==> src/rtl/rstc_pkg.sv <==
// Shared constants, types and helper functions of the ray segment transition counter.
package rstc_pkg;

  localparam int REGIONS    = 256;
  localparam int COUNT_BITS = 32;
  localparam int RIDX_W     = (REGIONS > 1) ? $clog2(REGIONS) : 1;
  localparam int ICPT_AW    = 2 * RIDX_W;
  localparam int RDEPTH     = 1 << RIDX_W;
  localparam int ICPT_DEPTH = 1 << ICPT_AW;
  localparam int OUTQ_DEPTH = 4;
  localparam int QPTR_W     = $clog2(OUTQ_DEPTH);
  localparam int QCNT_W     = $clog2(OUTQ_DEPTH + 1);

  localparam logic [7:0] ENGINE_AIR    = 8'd5;
  localparam logic [7:0] FROM_REGION   = 8'd0;
  localparam logic [7:0] FROM_EXTERIOR = 8'd1;

  localparam logic [1:0] OP_SEG   = 2'd0;
  localparam logic [1:0] OP_END   = 2'd1;
  localparam logic [1:0] OP_READ  = 2'd2;
  localparam logic [1:0] OP_SPARE = 2'd3;

  localparam logic [1:0] Q_LEAVE = 2'd0;
  localparam logic [1:0] Q_ICPT  = 2'd1;
  localparam logic [1:0] Q_EXIT  = 2'd2;
  localparam logic [1:0] Q_MISS  = 2'd3;

  typedef logic [COUNT_BITS-1:0] cnt_t;
  typedef logic [RIDX_W-1:0]     ridx_t;
  typedef logic [ICPT_AW-1:0]    icpt_addr_t;
  typedef logic [QPTR_W-1:0]     qptr_t;
  typedef logic [QCNT_W-1:0]     qcnt_t;

  typedef struct packed {
    logic       lv_wr;
    logic       ic_wr;
    logic       ex_wr;
    logic       res;
    logic       rd;
    logic       rd_zero;
    logic       missed;
    logic [1:0] kind;
    ridx_t      lv_addr;
    ridx_t      ex_addr;
    icpt_addr_t ic_addr;
    cnt_t       miss_val;
  } cmd_t;

  typedef struct packed {
    logic       en;
    icpt_addr_t addr;
  } clr_t;

  typedef struct packed {
    logic        ray_missed;
    logic [31:0] count_value;
  } res_t;

  function automatic cnt_t sat_inc(cnt_t v);
    return (v == '1) ? v : cnt_t'(v + 1'b1);
  endfunction

  function automatic logic [31:0] sat_out(cnt_t v);
    logic [63:0] w;
    w = 64'(v);
    return (w > 64'h0000_0000_FFFF_FFFF) ? 32'hFFFF_FFFF : w[31:0];
  endfunction

endpackage

==> src/rtl/rstc_if.sv <==


interface rstc_out_if;
  logic        valid;
  logic        ready;
  logic        ray_missed;
  logic [31:0] count_value;

  modport source (output valid, ray_missed, count_value, input ready);
  modport sink (input valid, ray_missed, count_value, output ready);
endinterface

==> src/rtl/rstc_outq.sv <==
// Result queue between the counter pipeline and the output channel.
module rstc_outq (
  input  logic            clk,
  input  logic            rst_n,
  input  logic            push,
  input  rstc_pkg::res_t  push_res,
  rstc_out_if.source      out_item,
  output rstc_pkg::qcnt_t q_cnt
);

  rstc_pkg::res_t  q_r [rstc_pkg::OUTQ_DEPTH];
  rstc_pkg::qptr_t wr_ptr_r, rd_ptr_r;
  rstc_pkg::qcnt_t cnt_r;
  logic            pop;

  assign pop                  = out_item.valid && out_item.ready;
  assign out_item.valid       = (cnt_r != '0);
  assign out_item.ray_missed  = q_r[rd_ptr_r].ray_missed;
  assign out_item.count_value = q_r[rd_ptr_r].count_value;
  assign q_cnt                = cnt_r;

  always_ff @(posedge clk) begin
    if (push) begin
      q_r[wr_ptr_r] <= push_res;
    end
  end

  always_ff @(posedge clk) begin
    if (!rst_n) begin
      wr_ptr_r <= '0;
      rd_ptr_r <= '0;
      cnt_r    <= '0;
    end else begin
      if (push) begin
        wr_ptr_r <= rstc_pkg::qptr_t'(wr_ptr_r + 1'b1);
      end
      if (pop) begin
        rd_ptr_r <= rstc_pkg::qptr_t'(rd_ptr_r + 1'b1);
      end
      if (push && !pop) begin
        cnt_r <= rstc_pkg::qcnt_t'(cnt_r + 1'b1);
      end else if (pop && !push) begin
        cnt_r <= rstc_pkg::qcnt_t'(cnt_r - 1'b1);
      end
    end
  end

endmodule

==> src/flat_wrapper.sv <==
// flat-port wrapper written by rule: the top's interface ports become plain ports
module rstc_outq_flat 
  (clk, rst_n, push, push_res, q_cnt, out_item_valid, out_item_ray_missed, out_item_count_value, out_item_ready);
  rstc_out_if out_item_i ();
  input  logic clk;
  input  logic rst_n;
  input  logic push;
  input  rstc_pkg::res_t push_res;
  output rstc_pkg::qcnt_t q_cnt;
  output wire logic [$bits(out_item_i.valid)-1:0] out_item_valid;
  output wire logic [$bits(out_item_i.ray_missed)-1:0] out_item_ray_missed;
  output wire logic [$bits(out_item_i.count_value)-1:0] out_item_count_value;
  input wire logic [$bits(out_item_i.ready)-1:0] out_item_ready;
  assign out_item_valid = out_item_i.valid;
  assign out_item_ray_missed = out_item_i.ray_missed;
  assign out_item_count_value = out_item_i.count_value;
  assign out_item_i.ready = out_item_ready;
  rstc_outq u_core (.clk(clk), .rst_n(rst_n), .push(push), .push_res(push_res), .out_item(out_item_i), .q_cnt(q_cnt));
endmodule
==> config.mk <==
export PLATFORM = sky130hd
export DESIGN_NAME = rstc_outq_flat
export DESIGN_NICKNAME = d
export VERILOG_FILES = /design/src/rtl/rstc_pkg.sv /design/src/rtl/rstc_if.sv /design/src/rtl/rstc_outq.sv /design/src/flat_wrapper.sv
export SDC_FILE = /design/constraint.sdc
export NUM_CORES = 1
export LEC_CHECK = 0
export BUFFER_PORTS_ARGS = -buffer_cell sky130_fd_sc_hd__buf_4
export CAP_MARGIN = 40
export CORE_MARGIN = 2
export CORE_UTILIZATION = 30
export CTS_CLUSTER_SIZE = 25
export DETAILED_ROUTE_END_ITERATION = 6
export PLACE_DENSITY = 0.48
export SYNTH_ARGS = -nofsm -noshare
export SYNTH_HDL_FRONTEND = slang
export SYNTH_SLANG_ARGS = --single-unit
==> constraint.sdc <==
create_clock -name clk -period 2.5 [get_ports clk]
set_input_delay 0.625 -clock clk [delete_from_list [all_inputs] [get_ports clk]]
set_output_delay 0.625 -clock clk [all_outputs]
set_load 0.1 [all_outputs]
==> key figures <==
Status
  • Status: completed

Global routing
  • Pin count of the biggest net entering global routing: 26
  • Total gr overflow: 0
  • Gr usage total: 0.113
  • Initial antenna violation count: 0
  • Vias in the first global route: 2555
  • First-pass GRT wire length: 14600 µm

Route
  • Final WL: 9880 µm
  • WL per Instance: 18.1 µm
  • DRT Pass-1 Iters: 4
  • DR vias/cell: 4.38
  • DRT iter0 DRCs: 106
  • Total vias in the final route: 2389
  • # DRC: 0
  • Remaining antenna violation count: 0

Clock tree
  • CTS Buffer Depth: 2
  • # clock sinks: 141
  • H-tree depth: 4
  • CTS Root Buffer Type: clkbuf_16
  • Worst-Skew Late Latency: 0.41 ns
  • CTS Buf Count: 17
  • CTS tree: yes
  • Clock transition at path regs: 0.06 ns

Min path
  • Hold Path Class: input port to flip-flop

Critical path
  • WS Path Type: flip-flop to output port
  • Critical path startpoint category: flip-flop
  • CP endpoint kind: output port
  • Worst path slowest cell: mux4_2
  • Worst Path Max Fanout: 13
  • Buffers & Inverters on Critical Path: 2
  • Worst endpoint required time: 1.88 ns
  • R2R Setup Slk: 0.45 ns
  • CP peak stage delay: 0.54 ns
  • Worst path top cell family by delay: multiplexers
  • CP arrival: 1.80 ns
  • CP Cell Sequence: buf_12 > mux4_2 > buf_4

Yosys
  • Async set-reset flop share out of synthesis: 0
  • Warnings, synthesis: 0
  • Synth Instances: 215
  • Synthesized cell area: 0.00528 mm²
  • Post-synth top area share: 0.751
  • Syn_nets: 258
  • Synth area leaders: edfxtp_1, mux4_2, dfxtp_1
  • Post-synthesis sequential element count: 141
  • Synth area leader: edfxtp_1
  • Yosys cell types: 21
  • Dominant synthesized flop cell: edfxtp_1
  • Syn_area_per_cell: 24.5 µm²
  • Seq/Total Area, Yosys: 0.785
  • EDFF count, synth: 132

Pwr
  • Clk network pwr share: 0.286
  • Total power per unit cell area: 1260 mW/mm²
  • Worst vdd ir: 1.01 mV
  • Switching share of power: 0.391
  • Logic pwr share: 0.382
  • Flop pwr share: 0.332
  • Leak: 0.00231 µW
  • P_sw: 3350 µW
  • P_int: 5200 µW

Cells and area
  • Post-layout instance area: 0.00677 mm²
  • Most frequent cells in the layout: edfxtp_1, buf_4, mux4_2
  • # diodes: 0
  • Synth-to-layout area growth: 28.3%
  • Most common cell after layout, fill and taps aside: edfxtp_1
  • Share of layout cells above drive strength 1: 0.467
  • Final #Nets: 351

Floorplan
  • I/O pin cnt: 74
  • Starting Density: 0.306
  • Row count: 48
  • Die ar.: 0.0187 mm²
  • Width of the die: 137 µm
  • Core area: 0.0172 mm²
  • Die height: 137 µm

Timing
  • Final hold vios: 0
  • Max-slew violations: 0
  • Worst slew pin tran: 0.444 ns
  • Fin crit period: 2.42 ns
  • # setup viols final: 0
  • Final period util: 0.970
  • Hold WS: 0.410 ns
  • Max Fclk: 413 MHz
  • Slew headroom: 0.704
  • RSZ-0062 raised after global routing: no
  • Setup_tns: 0 ns
  • Clock Skew: 0.00420 ns
  • Final WS setup: 0.0761 ns

Run
  • Max Cap Viol: 0

Placement
  • Routability cong.: 0.665
  • Post-DP Area: 0.00615 mm²
  • Dpl hpwl: 5830 µm
  • Port Buffers: 73
  • Pre-CTS setup slack: 0.297 ns
## repair_timing
item,in CTS,in global routing
endpoints found under the setup margin,13,14
resized for setup,3,4
pin swaps,0,0
hold buffers,0,0
setup buffers,0,0
gates cloned,0,1
## worst register-to-register path: cells and delay by family, from the launching register on
kind | cells | cell delay (ns)
and+or+nand+nor | 1 | 0.30
adders and majority gates | 2 | 0.60
buffers and inverters | 1 | 0.06
AOI/OAI and AO/OA | 2 | 0.46
DFF | 1 | 0.39
xor gates and xnor gates | 1 | 0.18
## area by class of cell
class                   instances  area [µm²]
multi-input cells              63        1030
repair buffers                 82         716
inverters                       3        11.3
clock inverters                14         150
fillers                      1536       10500
flip-flops and latches        141        4150
well taps                     225         282
clock buffers                  18         429
## cell families after synthesis
group                    share of synthesized area
AND/OR/NAND/NOR                             0.0154
AO/OA/AOI/OAI                              0.00948
buffers and inverters                       0.0192
flip-flops                                   0.785
adder cells (fa/ha/maj)                     0.0156
XOR/XNOR                                   0.00830
multiplexers                                 0.147
## per-layer routing
metal | up-vias | routed length, µm | track usage | part of all wire
met5 | - | 0 | 0 | 0
met4 | 0 | 185 | 0.0556 | 0.019
met3 | 12 | 572 | 0.0441 | 0.058
met2 | 59 | 4880 | 0.181 | 0.49
met1 | 1230 | 4240 | 0.134 | 0.43
li1 | 1088 | - | - | -
## sequential cells by signal, summed over array words and instances (netlist names), named ones only
| name | cells |
|---|---|
| u_core.q_cnt | 3 |
| u_core.q_r | 132 |
| u_core.rd_ptr_r | 2 |
| u_core.wr_ptr_r | 2 |
## cell usage after synthesis, types with 3 or more instances
cell and n:
buf_12 3, and2_1 9, edfxtp_1 132, ha_1 5
buf_2 3, inv_1 3, dfxtp_1 9, mux4_2 30
mux4_1 3, xnor2_1 3
## power groups by stage
stage	clock network, µW	registers [µW]	logic (µW)
after global placement	0	2860	3230
after detailed placement	0	2870	3240
final	2450	2840	3270
after CTS	2510	2820	3260
after global routing	2600	2850	3400
after floorplan	0	2960	2560
## stage by stage
step	std cells	power [µW]	util
after detailed placement	513	6110	0.357
after floorplan	215	5520	-
after CTS	545	8600	0.391
final	546	8550	0.393
after global routing	546	8850	0.393
after global placement	513	6090	0.357
## worst paths after layout
check / to / startpoint / depth (start not counted)
setup reg to reg: u_core.q_cnt[2]$_SDFFE_PN0P_ / u_core.q_cnt[2]$_SDFFE_PN0P_ / 7
hold reg to reg: u_core.wr_ptr_r[1]$_SDFFE_PN0P_ / u_core.wr_ptr_r[1]$_SDFFE_PN0P_ / 2
hold / removal: u_core.q_r[3][31]$_DFFE_PP_ / push_res[31] / 1
setup / recovery: out_item_count_value[19] / flip-flop / 3
Note: power is estimated with default switching activity, not from simulation.
