**config.mk**
```make
export PLATFORM = sky130hd
export DESIGN_NAME = rstc_ctrl_flat
export DESIGN_NICKNAME = d
export VERILOG_FILES = /design/src/rtl/rstc_pkg.sv /design/src/rtl/rstc_if.sv /design/src/rtl/rstc_ctrl.sv /design/src/flat_wrapper.sv
export SDC_FILE = /design/constraint.sdc
export NUM_CORES = 1
export LEC_CHECK = 0
export ABC_AREA = 1
export BUFFER_PORTS_ARGS = -buffer_cell sky130_fd_sc_hd__buf_4
export CORE_ASPECT_RATIO = 1.25
export CORE_MARGIN = 4
export CORE_UTILIZATION = 55
export DETAILED_ROUTE_END_ITERATION = 12
export GPL_ROUTABILITY_DRIVEN = 0
export GPL_TIMING_DRIVEN = 1
export PLACE_DENSITY_LB_ADDON = 0.08
export SKIP_LAST_GASP = 1
export SYNTH_ARGS = -nofsm -noshare
export SYNTH_HDL_FRONTEND = slang
export SYNTH_SLANG_ARGS = --single-unit
```
**constraint.sdc**
```tcl
create_clock -name clk -period 2.3 [get_ports clk]
set_clock_uncertainty 0.1 [all_clocks]
set_input_delay 0.23 -clock clk [delete_from_list [all_inputs] [get_ports clk]]
set_output_delay 0.23 -clock clk [all_outputs]
set_load 0.01 [all_outputs]
```
**src/rtl/rstc_pkg.sv**
```systemverilog
// Shared constants, types and helper functions of the ray segment transition counter.
package rstc_pkg;

  localparam int REGIONS    = 256;
  localparam int COUNT_BITS = 32;
  localparam int RIDX_W     = (REGIONS > 1) ? $clog2(REGIONS) : 1;
  localparam int ICPT_AW    = 2 * RIDX_W;
  localparam int RDEPTH     = 1 << RIDX_W;
  localparam int ICPT_DEPTH = 1 << ICPT_AW;
  localparam int OUTQ_DEPTH = 4;
  localparam int QPTR_W     = $clog2(OUTQ_DEPTH);
  localparam int QCNT_W     = $clog2(OUTQ_DEPTH + 1);

  localparam logic [7:0] ENGINE_AIR    = 8'd5;
  localparam logic [7:0] FROM_REGION   = 8'd0;
  localparam logic [7:0] FROM_EXTERIOR = 8'd1;

  localparam logic [1:0] OP_SEG   = 2'd0;
  localparam logic [1:0] OP_END   = 2'd1;
  localparam logic [1:0] OP_READ  = 2'd2;
  localparam logic [1:0] OP_SPARE = 2'd3;

  localparam logic [1:0] Q_LEAVE = 2'd0;
  localparam logic [1:0] Q_ICPT  = 2'd1;
  localparam logic [1:0] Q_EXIT  = 2'd2;
  localparam logic [1:0] Q_MISS  = 2'd3;

  typedef logic [COUNT_BITS-1:0] cnt_t;
  typedef logic [RIDX_W-1:0]     ridx_t;
  typedef logic [ICPT_AW-1:0]    icpt_addr_t;
  typedef logic [QPTR_W-1:0]     qptr_t;
  typedef logic [QCNT_W-1:0]     qcnt_t;

  typedef struct packed {
    logic       lv_wr;
    logic       ic_wr;
    logic       ex_wr;
    logic       res;
    logic       rd;
    logic       rd_zero;
    logic       missed;
    logic [1:0] kind;
    ridx_t      lv_addr;
    ridx_t      ex_addr;
    icpt_addr_t ic_addr;
    cnt_t       miss_val;
  } cmd_t;

  typedef struct packed {
    logic       en;
    icpt_addr_t addr;
  } clr_t;

  typedef struct packed {
    logic        ray_missed;
    logic [31:0] count_value;
  } res_t;

  function automatic cnt_t sat_inc(cnt_t v);
    return (v == '1) ? v : cnt_t'(v + 1'b1);
  endfunction

  function automatic logic [31:0] sat_out(cnt_t v);
    logic [63:0] w;
    w = 64'(v);
    return (w > 64'h0000_0000_FFFF_FFFF) ? 32'hFFFF_FFFF : w[31:0];
  endfunction

endpackage

```
**src/rtl/rstc_if.sv**
```systemverilog
// Valid/ready channel interfaces for input items and result items.
interface rstc_in_if;
  logic       valid;
  logic       ready;
  logic [1:0] operation;
  logic       is_region;
  logic [7:0] region_index;
  logic [7:0] air_code;
  logic [1:0] query_kind;
  logic [7:0] query_row;
  logic [7:0] query_col;

  modport source (
    output valid, operation, is_region, region_index, air_code,
           query_kind, query_row, query_col,
    input  ready
  );
  modport sink (
    input  valid, operation, is_region, region_index, air_code,
           query_kind, query_row, query_col,
    output ready
  );
endinterface


```
**src/rtl/rstc_ctrl.sv**
```systemverilog
// Per-ray state machine, counter command issue and memory clearing sequencer.
module rstc_ctrl (
  input  logic               clk,
  input  logic               rst_n,
  rstc_in_if.sink            in_item,
  input  rstc_pkg::qcnt_t    q_cnt,
  input  logic               b_res,
  output rstc_pkg::cmd_t     cmd_r,
  output rstc_pkg::clr_t     clr
);

  logic [7:0]           came_from_r, came_from_nxt;
  logic [7:0]           last_region_r, last_region_nxt;
  logic                 prev_valid_r, prev_valid_nxt;
  logic                 had_seg_r, had_seg_nxt;
  rstc_pkg::cnt_t       miss_r, miss_nxt;
  logic                 pend_r, pend_nxt;
  logic [7:0]           pend_prev_r, pend_prev_nxt;
  logic [7:0]           pend_reg_r, pend_reg_nxt;
  rstc_pkg::cmd_t       cmd_nxt;
  logic                 clr_busy_r;
  rstc_pkg::icpt_addr_t clr_addr_r;
  rstc_pkg::qcnt_t      occ;
  logic                 accept;
  logic                 reg_ok, prev_ok, cur_ok, row_ok, col_ok;

  assign occ = rstc_pkg::qcnt_t'(q_cnt + rstc_pkg::qcnt_t'(cmd_r.res)
                                 + rstc_pkg::qcnt_t'(b_res));
  assign in_item.ready = !clr_busy_r && !pend_r
                         && (occ < rstc_pkg::qcnt_t'(rstc_pkg::OUTQ_DEPTH));
  assign accept = in_item.valid && in_item.ready;

  assign clr.en   = clr_busy_r;
  assign clr.addr = clr_addr_r;

  assign reg_ok  = 32'(in_item.region_index) < 32'(rstc_pkg::REGIONS);
  assign prev_ok = 32'(last_region_r) < 32'(rstc_pkg::REGIONS);
  assign cur_ok  = prev_ok;
  assign row_ok  = 32'(in_item.query_row) < 32'(rstc_pkg::REGIONS);
  assign col_ok  = 32'(in_item.query_col) < 32'(rstc_pkg::REGIONS);

  always_comb begin
    came_from_nxt   = came_from_r;
    last_region_nxt = last_region_r;
    prev_valid_nxt  = prev_valid_r;
    had_seg_nxt     = had_seg_r;
    miss_nxt        = miss_r;
    pend_nxt        = 1'b0;
    pend_prev_nxt   = pend_prev_r;
    pend_reg_nxt    = pend_reg_r;
    cmd_nxt         = '0;

    if (pend_r) begin
      cmd_nxt.lv_wr   = 32'(pend_reg_r) < 32'(rstc_pkg::REGIONS);
      cmd_nxt.lv_addr = rstc_pkg::ridx_t'(pend_reg_r);
      cmd_nxt.ic_wr   = (32'(pend_reg_r) < 32'(rstc_pkg::REGIONS))
                        && (32'(pend_prev_r) < 32'(rstc_pkg::REGIONS));
      cmd_nxt.ic_addr = {rstc_pkg::ridx_t'(pend_reg_r), rstc_pkg::ridx_t'(pend_prev_r)};
    end

    if (accept) begin
      case (in_item.operation)
        rstc_pkg::OP_SEG: begin
          had_seg_nxt = 1'b1;
          if (in_item.is_region) begin
            if (came_from_r == rstc_pkg::ENGINE_AIR && prev_valid_r) begin
              cmd_nxt.lv_wr   = prev_ok;
              cmd_nxt.lv_addr = rstc_pkg::ridx_t'(last_region_r);
              cmd_nxt.ic_wr   = prev_ok && reg_ok;
              cmd_nxt.ic_addr = {rstc_pkg::ridx_t'(last_region_r),
                                 rstc_pkg::ridx_t'(in_item.region_index)};
              pend_nxt        = 1'b1;
              pend_prev_nxt   = last_region_r;
              pend_reg_nxt    = in_item.region_index;
            end
            last_region_nxt = in_item.region_index;
            prev_valid_nxt  = 1'b1;
            came_from_nxt   = rstc_pkg::FROM_REGION;
          end else if (came_from_r != rstc_pkg::ENGINE_AIR) begin
            if (came_from_r == rstc_pkg::FROM_REGION
                && in_item.air_code == rstc_pkg::ENGINE_AIR) begin
              cmd_nxt.ex_wr   = cur_ok;
              cmd_nxt.ex_addr = rstc_pkg::ridx_t'(last_region_r);
            end
            came_from_nxt = in_item.air_code;
          end
        end
        rstc_pkg::OP_END: begin
          cmd_nxt.res    = 1'b1;
          cmd_nxt.missed = !prev_valid_r;
          if (!had_seg_r) begin
            miss_nxt = rstc_pkg::sat_inc(miss_r);
          end
          came_from_nxt   = rstc_pkg::FROM_EXTERIOR;
          last_region_nxt = 8'd0;
          prev_valid_nxt  = 1'b0;
          had_seg_nxt     = 1'b0;
        end
        rstc_pkg::OP_READ: begin
          cmd_nxt.res      = 1'b1;
          cmd_nxt.rd       = 1'b1;
          cmd_nxt.kind     = in_item.query_kind;
          cmd_nxt.rd_zero  = (in_item.query_kind != rstc_pkg::Q_MISS)
                             && (!row_ok || (in_item.query_kind == rstc_pkg::Q_ICPT
                                             && !col_ok));
          cmd_nxt.lv_addr  = rstc_pkg::ridx_t'(in_item.query_row);
          cmd_nxt.ex_addr  = rstc_pkg::ridx_t'(in_item.query_row);
          cmd_nxt.ic_addr  = {rstc_pkg::ridx_t'(in_item.query_row),
                              rstc_pkg::ridx_t'(in_item.query_col)};
          cmd_nxt.miss_val = miss_r;
        end
        default: begin
        end
      endcase
    end
  end

  always_ff @(posedge clk) begin
    if (!rst_n) begin
      came_from_r   <= rstc_pkg::FROM_EXTERIOR;
      last_region_r <= 8'd0;
      prev_valid_r  <= 1'b0;
      had_seg_r     <= 1'b0;
      miss_r        <= '0;
      pend_r        <= 1'b0;
      pend_prev_r   <= 8'd0;
      pend_reg_r    <= 8'd0;
      cmd_r         <= '0;
      clr_busy_r    <= 1'b1;
      clr_addr_r    <= '0;
    end else begin
      came_from_r   <= came_from_nxt;
      last_region_r <= last_region_nxt;
      prev_valid_r  <= prev_valid_nxt;
      had_seg_r     <= had_seg_nxt;
      miss_r        <= miss_nxt;
      pend_r        <= pend_nxt;
      pend_prev_r   <= pend_prev_nxt;
      pend_reg_r    <= pend_reg_nxt;
      cmd_r         <= cmd_nxt;
      if (clr_busy_r) begin
        clr_addr_r <= rstc_pkg::icpt_addr_t'(clr_addr_r + 1'b1);
        if (clr_addr_r == '1) begin
          clr_busy_r <= 1'b0;
        end
      end
    end
  end

endmodule

```
**src/flat_wrapper.sv**
```systemverilog
// flat-port wrapper written by rule: the top's interface ports become plain ports
module rstc_ctrl_flat 
  (clk, rst_n, q_cnt, b_res, cmd_r, clr, in_item_valid, in_item_operation, in_item_is_region, in_item_region_index, in_item_air_code, in_item_query_kind, in_item_query_row, in_item_query_col, in_item_ready);
  rstc_in_if in_item_i ();
  input  logic clk;
  input  logic rst_n;
  input  rstc_pkg::qcnt_t q_cnt;
  input  logic b_res;
  output rstc_pkg::cmd_t cmd_r;
  output rstc_pkg::clr_t clr;
  input wire logic [$bits(in_item_i.valid)-1:0] in_item_valid;
  input wire logic [$bits(in_item_i.operation)-1:0] in_item_operation;
  input wire logic [$bits(in_item_i.is_region)-1:0] in_item_is_region;
  input wire logic [$bits(in_item_i.region_index)-1:0] in_item_region_index;
  input wire logic [$bits(in_item_i.air_code)-1:0] in_item_air_code;
  input wire logic [$bits(in_item_i.query_kind)-1:0] in_item_query_kind;
  input wire logic [$bits(in_item_i.query_row)-1:0] in_item_query_row;
  input wire logic [$bits(in_item_i.query_col)-1:0] in_item_query_col;
  output wire logic [$bits(in_item_i.ready)-1:0] in_item_ready;
  assign in_item_i.valid = in_item_valid;
  assign in_item_i.operation = in_item_operation;
  assign in_item_i.is_region = in_item_is_region;
  assign in_item_i.region_index = in_item_region_index;
  assign in_item_i.air_code = in_item_air_code;
  assign in_item_i.query_kind = in_item_query_kind;
  assign in_item_i.query_row = in_item_query_row;
  assign in_item_i.query_col = in_item_query_col;
  assign in_item_ready = in_item_i.ready;
  rstc_ctrl u_core (.clk(clk), .rst_n(rst_n), .in_item(in_item_i), .q_cnt(q_cnt), .b_res(b_res), .cmd_r(cmd_r), .clr(clr));
endmodule
```
==> reports/qor.csv, run 1 <==
metric;value;unit
outcome;complete, no violations;
die_y;132;um
crit_arrival;2240;ps
post-route-period-util;86.8;%
htreeDepth;4;
synth.net_count;1046;
pin_count;135;
path_cells;ha_1 -> nand3_2 -> inv_2 -> nand2_4 -> nor2_4 -> nand2_1 -> nand2_2 -> inv_2 -> nand2_4 -> nand2_1 -> a21oi_1;
slew-limit-headroom;61.1;%
synth_cell_types;31;
synth_edf_count;0;
hpwl;12800;um
cts.sinks;147;
drt-initial-drc-count;428;
synth_top_area_share;43.5;%
tightestPinTransition;584;ps
globalRoute.totalOverflow;0;
ant_nets;0;
worst_slack;304;ps
wl_met3;1010;um
drtPass1Iterations;5;
grt_antenna_before_repair;0;
drt-total-wl;17900;um
initial_utilization;55.9;%
clk_path_buf_depth;2;
final_nets;1188;
num_antenna_cells;0;
synth_cells;996;
crit_type;reg -> reg;
wl_per_cell;13.6;um
min_path_type;in -> reg;
rsz0062_at_grt;false;
core;12100;sq um
die_w;107;um
vias;6766;
fin_crit;2000;ps
synthFlopType;dfxtp_1;
path_clk_slew;60;ps
fillers;1035;
top_layer_used;met4;
crit_fanout;32;
cts_resized;0;
rows;45;
cts_buffers;17;
cts_setup_buffers;0;
power_density;623;nW/um^2
instances_no_fill;1313;
grt_pass1_vias;6257;
numPortBuffers;133;
critical_path_required;2540;ps
fmax;0.501;GHz
maxCapViolations;0;
setup_violations;0;
synthArstFlopShare;0;%
met1_length;7030;um
clock_latency;420;ps
syn_area;6770;sq um
placed_cells;1273;
grtUsageTotal;25.7;%
grt_start_max_net_pins;52;
finalHoldViolCount;0;
ys_top_cells_by_count;293 x nand2_1, 165 x nor2_1, 147 x dfxtp_1, 80 x inv_1, 75 x a21oi_1;
multiInputGateArea;3240;sq um
startpoint_type;register;
cts-root-buf;clkbuf_16;
pre_cts_ws;178;ps
ys_warn_count;0;
yosysMostFrequentCell;nand2_1;
syn_avg_cell_area;6.80;sq um
final_util;70.9;%
cts_tree;built;
grt_pass1_wl;29500;um
synthToLayoutAreaGrowth;26.7;%
peakVddDrop;484;uV
die-area;14200;sq um
p_leak;3.60;nW
drcViolationCount;0;
regArea;2940;sq um
vias_per_cell;5.15;
final-max-slew-violation-count;0;
critPathMaxStageDelay;370;ps
synthTopCellsByArea;dfxtp_1 43%, nand2_1 16%, nor2_1 9.1%;
ys_seq_elements;147;
final.setup.tns;0;ps
wl_met2;9200;um
endpoint_kind;register;
final_layout_size_suffix_gt1_share;18.3;%
ys_seq_area_share;43.5;%
yosys.area.top_type;dfxtp_1;
slowest_stage;dfxtp_1;
[path summary, 6_finish.rpt]
kind / from / endpoint / slack [ps] / cells past startpoint
setup / recovery: u_core.miss_r[1]$_SDFFE_PN0P_ / u_core.miss_r[17]$_SDFFE_PN0P_ / 300 / 11
hold / removal: in_item_query_row[0] / u_core.cmd_r[48]$_SDFF_PN0_ / 10 / 3
setup reg to reg: u_core.miss_r[1]$_SDFFE_PN0P_ / u_core.miss_r[17]$_SDFFE_PN0P_ / 300 / 11
hold reg to reg: u_core.clr_addr_r[7]$_SDFFE_PN0P_ / u_core.clr_addr_r[7]$_SDFFE_PN0P_ / 360 / 2
[logic make-up (layout without fill, tap and decap cells)]
kind of cell | Yosys count | after routing | share of synthesized area, %
XOR/XNOR | 17 | 17 | 2.20
AND/OR/NAND/NOR | 577 | 577 | 35.7
flip-flops | 147 | 147 | 43.5
buffers and inverters | 133 | 286 | 8.61
other | 1 | 1 | 0.0554
AO/OA/AOI/OAI | 115 | 115 | 8.85
adder cells (fa/ha/maj) | 6 | 6 | 1.11
[flip-flops by register name (all words and copies together), names as in the netlist]
signal and flops:
u_core.cmd_r 63, u_core.miss_r 32, u_core.clr_addr_r 16, u_core.came_from_r 8
u_core.last_region_r 8, u_core.pend_prev_r 8, u_core.pend_reg_r 8, u_core.clr_busy_r 1
u_core.had_seg_r 1, u_core.pend_r 1, u_core.prev_valid_r 1
[layout make-up]
type / instances / area share [%]
Inverter: 86 / 3.76
Clock inverter: 12 / 1.28
Clock buffer: 18 / 5.12
Tap cell: 164 / 2.39
Timing Repair Buffer: 170 / 15.3
Sequential cell: 147 / 34.3
Multi-Input combinational cell: 716 / 37.8
[metrics by stage]
step	hold WS (ps)	cell area [sq um]	power [mW]
finish	9.98	8580	5.34
global route	12.9	8580	5.51
floorplan	233	6770	2.71
global placement	342	7930	2.82
CTS	0.145	8580	5.38
detailed placement	354	7930	2.82
[layout by cell type (no fill, tap or decap), types with 6 or more instances in the layout]
cell type,n
dfxtp_1,147
dlygate4sd3_1,10
nor2_1,165
a21oi_1,75
nand3_1,62
nand4_1,15
nand2_1,293
buf_4,159
o21ai_0,30
clkbuf_16,17
nor2_2,8
nand3b_1,13
ha_1,6
xor2_1,15
nor3_1,10
inv_1,80
[critical path: cells and delay by family (launching register included)]
| family | cells | cell delay [ps] |
|---|---|---|
| compound gates | 1 | 140 |
| fa+ha+maj | 1 | 200 |
| buf+inv | 2 | 180 |
| flops | 1 | 370 |
| simple gates | 7 | 920 |
[layer usage]
layer / track usage (%) / up-vias
met5: 0 / -
met3: 4.07 / 49
met2: 44.8 / 234
met4: 11.3 / 0
li1: - / 3429
met1: 30.9 / 3054
[repair_timing]
item                                    in CTS  in global routing
hold endpoints to repair                     9                  0
hold buffers                                10                  0
endpoints found under the setup margin       0                  0
[power breakdown]
group / leakage, nW / total (mW) / internal [mW] / switching, mW
combinational: 2.16 / 0.221 / 0.0995 / 0.122
sequential: 1.18 / 2.56 / 2.55 / 0.00582
clock: 0.260 / 2.57 / 1.50 / 1.06
Note: power is estimated with default switching activity, not from simulation.
==> inputs of run 2 (changes only) <==
CORE_UTILIZATION = 50   (was 55)
clock period = 1.72 ns   (was 2.3 ns; I/O delays follow)
==> reports/qor.csv, run 2 (synthesis results as in run 1) <==
metric;value;unit;change
fin_crit;1830;ps;-166 ps
holdWs;20.6;ps;+10.6 ps
reg2reg_depth;12;;+1
largest_reg_flops;63;;unchanged
crit_end;u_core.miss_r[11]$_SDFFE_PN0P_;;
ant_nets;0;;unchanged
wl_met3;1380;um;+37%
design_power_total;7.67;mW;+44%
clock_latency;430;ps;about the same
grtUsageTotal;26.4;%;+0.70 points
violations;setup timing;;
drcViolationCount;0;;unchanged
slew-limit-headroom;64.0;%;+2.9 points
min_path_type;in -> reg;;
final.setup.tns;-2210;ps;-2210 ps
crit_type;reg -> reg;;
grt_antenna_before_repair;0;;unchanged
setup_violations;33;;+33
met1_length;7800;um;+11%
final_cell_mix;269 x nand2_1, 217 x buf_4, 153 x nor2_1;;
r2r_setup_slack;-110;ps;-410 ps
vias_per_cell;5.24;;+1.7%
drtPass1Iterations;6;;+1
drt-initial-drc-count;555;;+30%
grt_pass1_wl;33200;um;+13%
startpoint_type;register;;
power_density;779;nW/um^2;+25%
regArea;2960;sq um;+0.43%
die_y;138;um;+4.6%
cts-root-buf;clkbuf_16;;
finalHoldViolCount;0;;unchanged
pin_count;135;;unchanged
core;13200;sq um;+9.3%
vias;7408;;+9.5%
cts_buffers;17;;unchanged
multiInputGateArea;3500;sq um;+7.9%
final_layout_size_suffix_gt1_share;28.1;%;+9.8 points
cts.sinks;147;;unchanged
final_common_cell;nand2_1;;
path_clk_slew;60;ps;about the same
worst_slack;-110;ps;-414 ps
top_layer_used;met4;;
crit_arrival;2080;ps;-160 ps
rsz0062_at_grt;true;;
die_w;112;um;+4.5%
hpwl;14100;um;+10%
fillers;1023;;-1.2%
peakVddDrop;582;uV;+20%
final_nets;1279;;+7.7%
die-area;15500;sq um;+9.3%
globalRoute.totalOverflow;0;;unchanged
endpoint_kind;register;;
numPortBuffers;133;;unchanged
critPathLaunch;u_core.miss_r[0]$_SDFFE_PN0P_;;
cts_tree;built;;
drt-total-wl;21900;um;+22%
wl_per_cell;15.5;um;+14%
rr_startpoint;u_core.miss_r[0]$_SDFFE_PN0P_;;
synthToLayoutAreaGrowth;45.4;%;
num_antenna_cells;0;;unchanged
tightestPinTransition;540;ps;-43.5 ps
top_regs;u_core.cmd_r (63), u_core.miss_r (32), u_core.clr_addr_r (16);;
fmax;0.546;GHz;+9.0%
crit_fanout;8;;-75%
final-max-slew-violation-count;0;;unchanged
reg2reg_to;u_core.miss_r[11]$_SDFFE_PN0P_;;
maxCapViolations;0;;unchanged
grt_start_max_net_pins;52;;unchanged
clk_path_buf_depth;2;;unchanged
wl_met2;11500;um;+25%
post-route-period-util;106;%;+20 points
initial_utilization;51.2;%;-4.8 points
htreeDepth;4;;unchanged
largest_register;u_core.cmd_r;;
outcome;finished, violations left;;
p_leak;4.28;nW;+19%
rows;47;;+4.4%
critical_path_required;1970;ps;-570 ps
grt_pass1_vias;6867;;+9.7%
==> run 2: final cells by class <==
class / count / share of cell area, %
tap: 171 / 2.17
clock inverter: 9 / 1.27
clock buffer: 23 / 5.06
multi-input combinational: 716 / 35.6
sequential: 147 / 30.0
timing repair buffer: 261 / 22.5
inverter: 86 / 3.36
==> run 2: worst min path at each step <==
stage | startpoint | slack (ps) | endpoint | depth (start not counted)
after floorplan | in_item_region_index[7] | 180 | u_core.pend_reg_r[7]$_SDFFE_PN0P_ | 2
after global placement | in_item_query_kind[1] | 280 | u_core.cmd_r[65]$_SDFF_PN0_ | 3
after detailed placement | in_item_query_kind[1] | 300 | u_core.cmd_r[65]$_SDFF_PN0_ | 3
after CTS | in_item_air_code[1] | 4 | u_core.cmd_r[70]$_SDFF_PP0_ | 6
after global routing | in_item_air_code[2] | 40 | u_core.cmd_r[70]$_SDFF_PP0_ | 5
final | in_item_query_col[4] | 20 | u_core.cmd_r[36]$_SDFF_PN0_ | 5
==> run 2: timing repair <==
action,in CTS,in global routing
hold buffers,29,0
buffers inserted,6,5
gates resized for setup,21,72
endpoints found under the hold margin,38,0
pin swaps,4,36
setup endpoints to repair,32,100
cloned,3,3
==> run 2: worst max-delay path, stage by stage, from the launching register on <==
cell	delay (ps)
dfxtp_2	330
ha_4	170
nand3_4	110
inv_4	50
nand2_4	60
nor2_4	40
nand2_2	60
nand2_2	60
buf_6	120
nor2_4	230
buf_6	210
nand2_1	60
a21oi_1	150
==> run 2: layer usage <==
layer  vias up  GRT usage (%)
met3       106           4.20
li1       3612              -
met5         -              0
met1      3369           29.0
met2       321           47.1
met4         0           16.1
==> run 2: stage by stage <==
step / instance area (sq um) / utilization (%) / setup slack, ps / std cells
2_1_floorplan: 6770 / - / 5.20 / 996
3_3_place_gp: 8390 / 63.4 / -183 / 1335
3_5_place_dp: 8390 / 63.4 / -240 / 1335
4_1_cts: 9510 / 71.9 / -61.2 / 1405
5_1_grt: 9840 / 74.4 / -200 / 1413
6_report: 9840 / 74.4 / -110 / 1413
==> run 2: power breakdown <==
group / internal [mW] / total, mW / switching [mW]
clock: 2.46 / 3.88 / 1.42
combinational: 0.180 / 0.372 / 0.191
sequential: 3.41 / 3.41 / 0.00454
total: 6.05 / 7.67 / 1.62
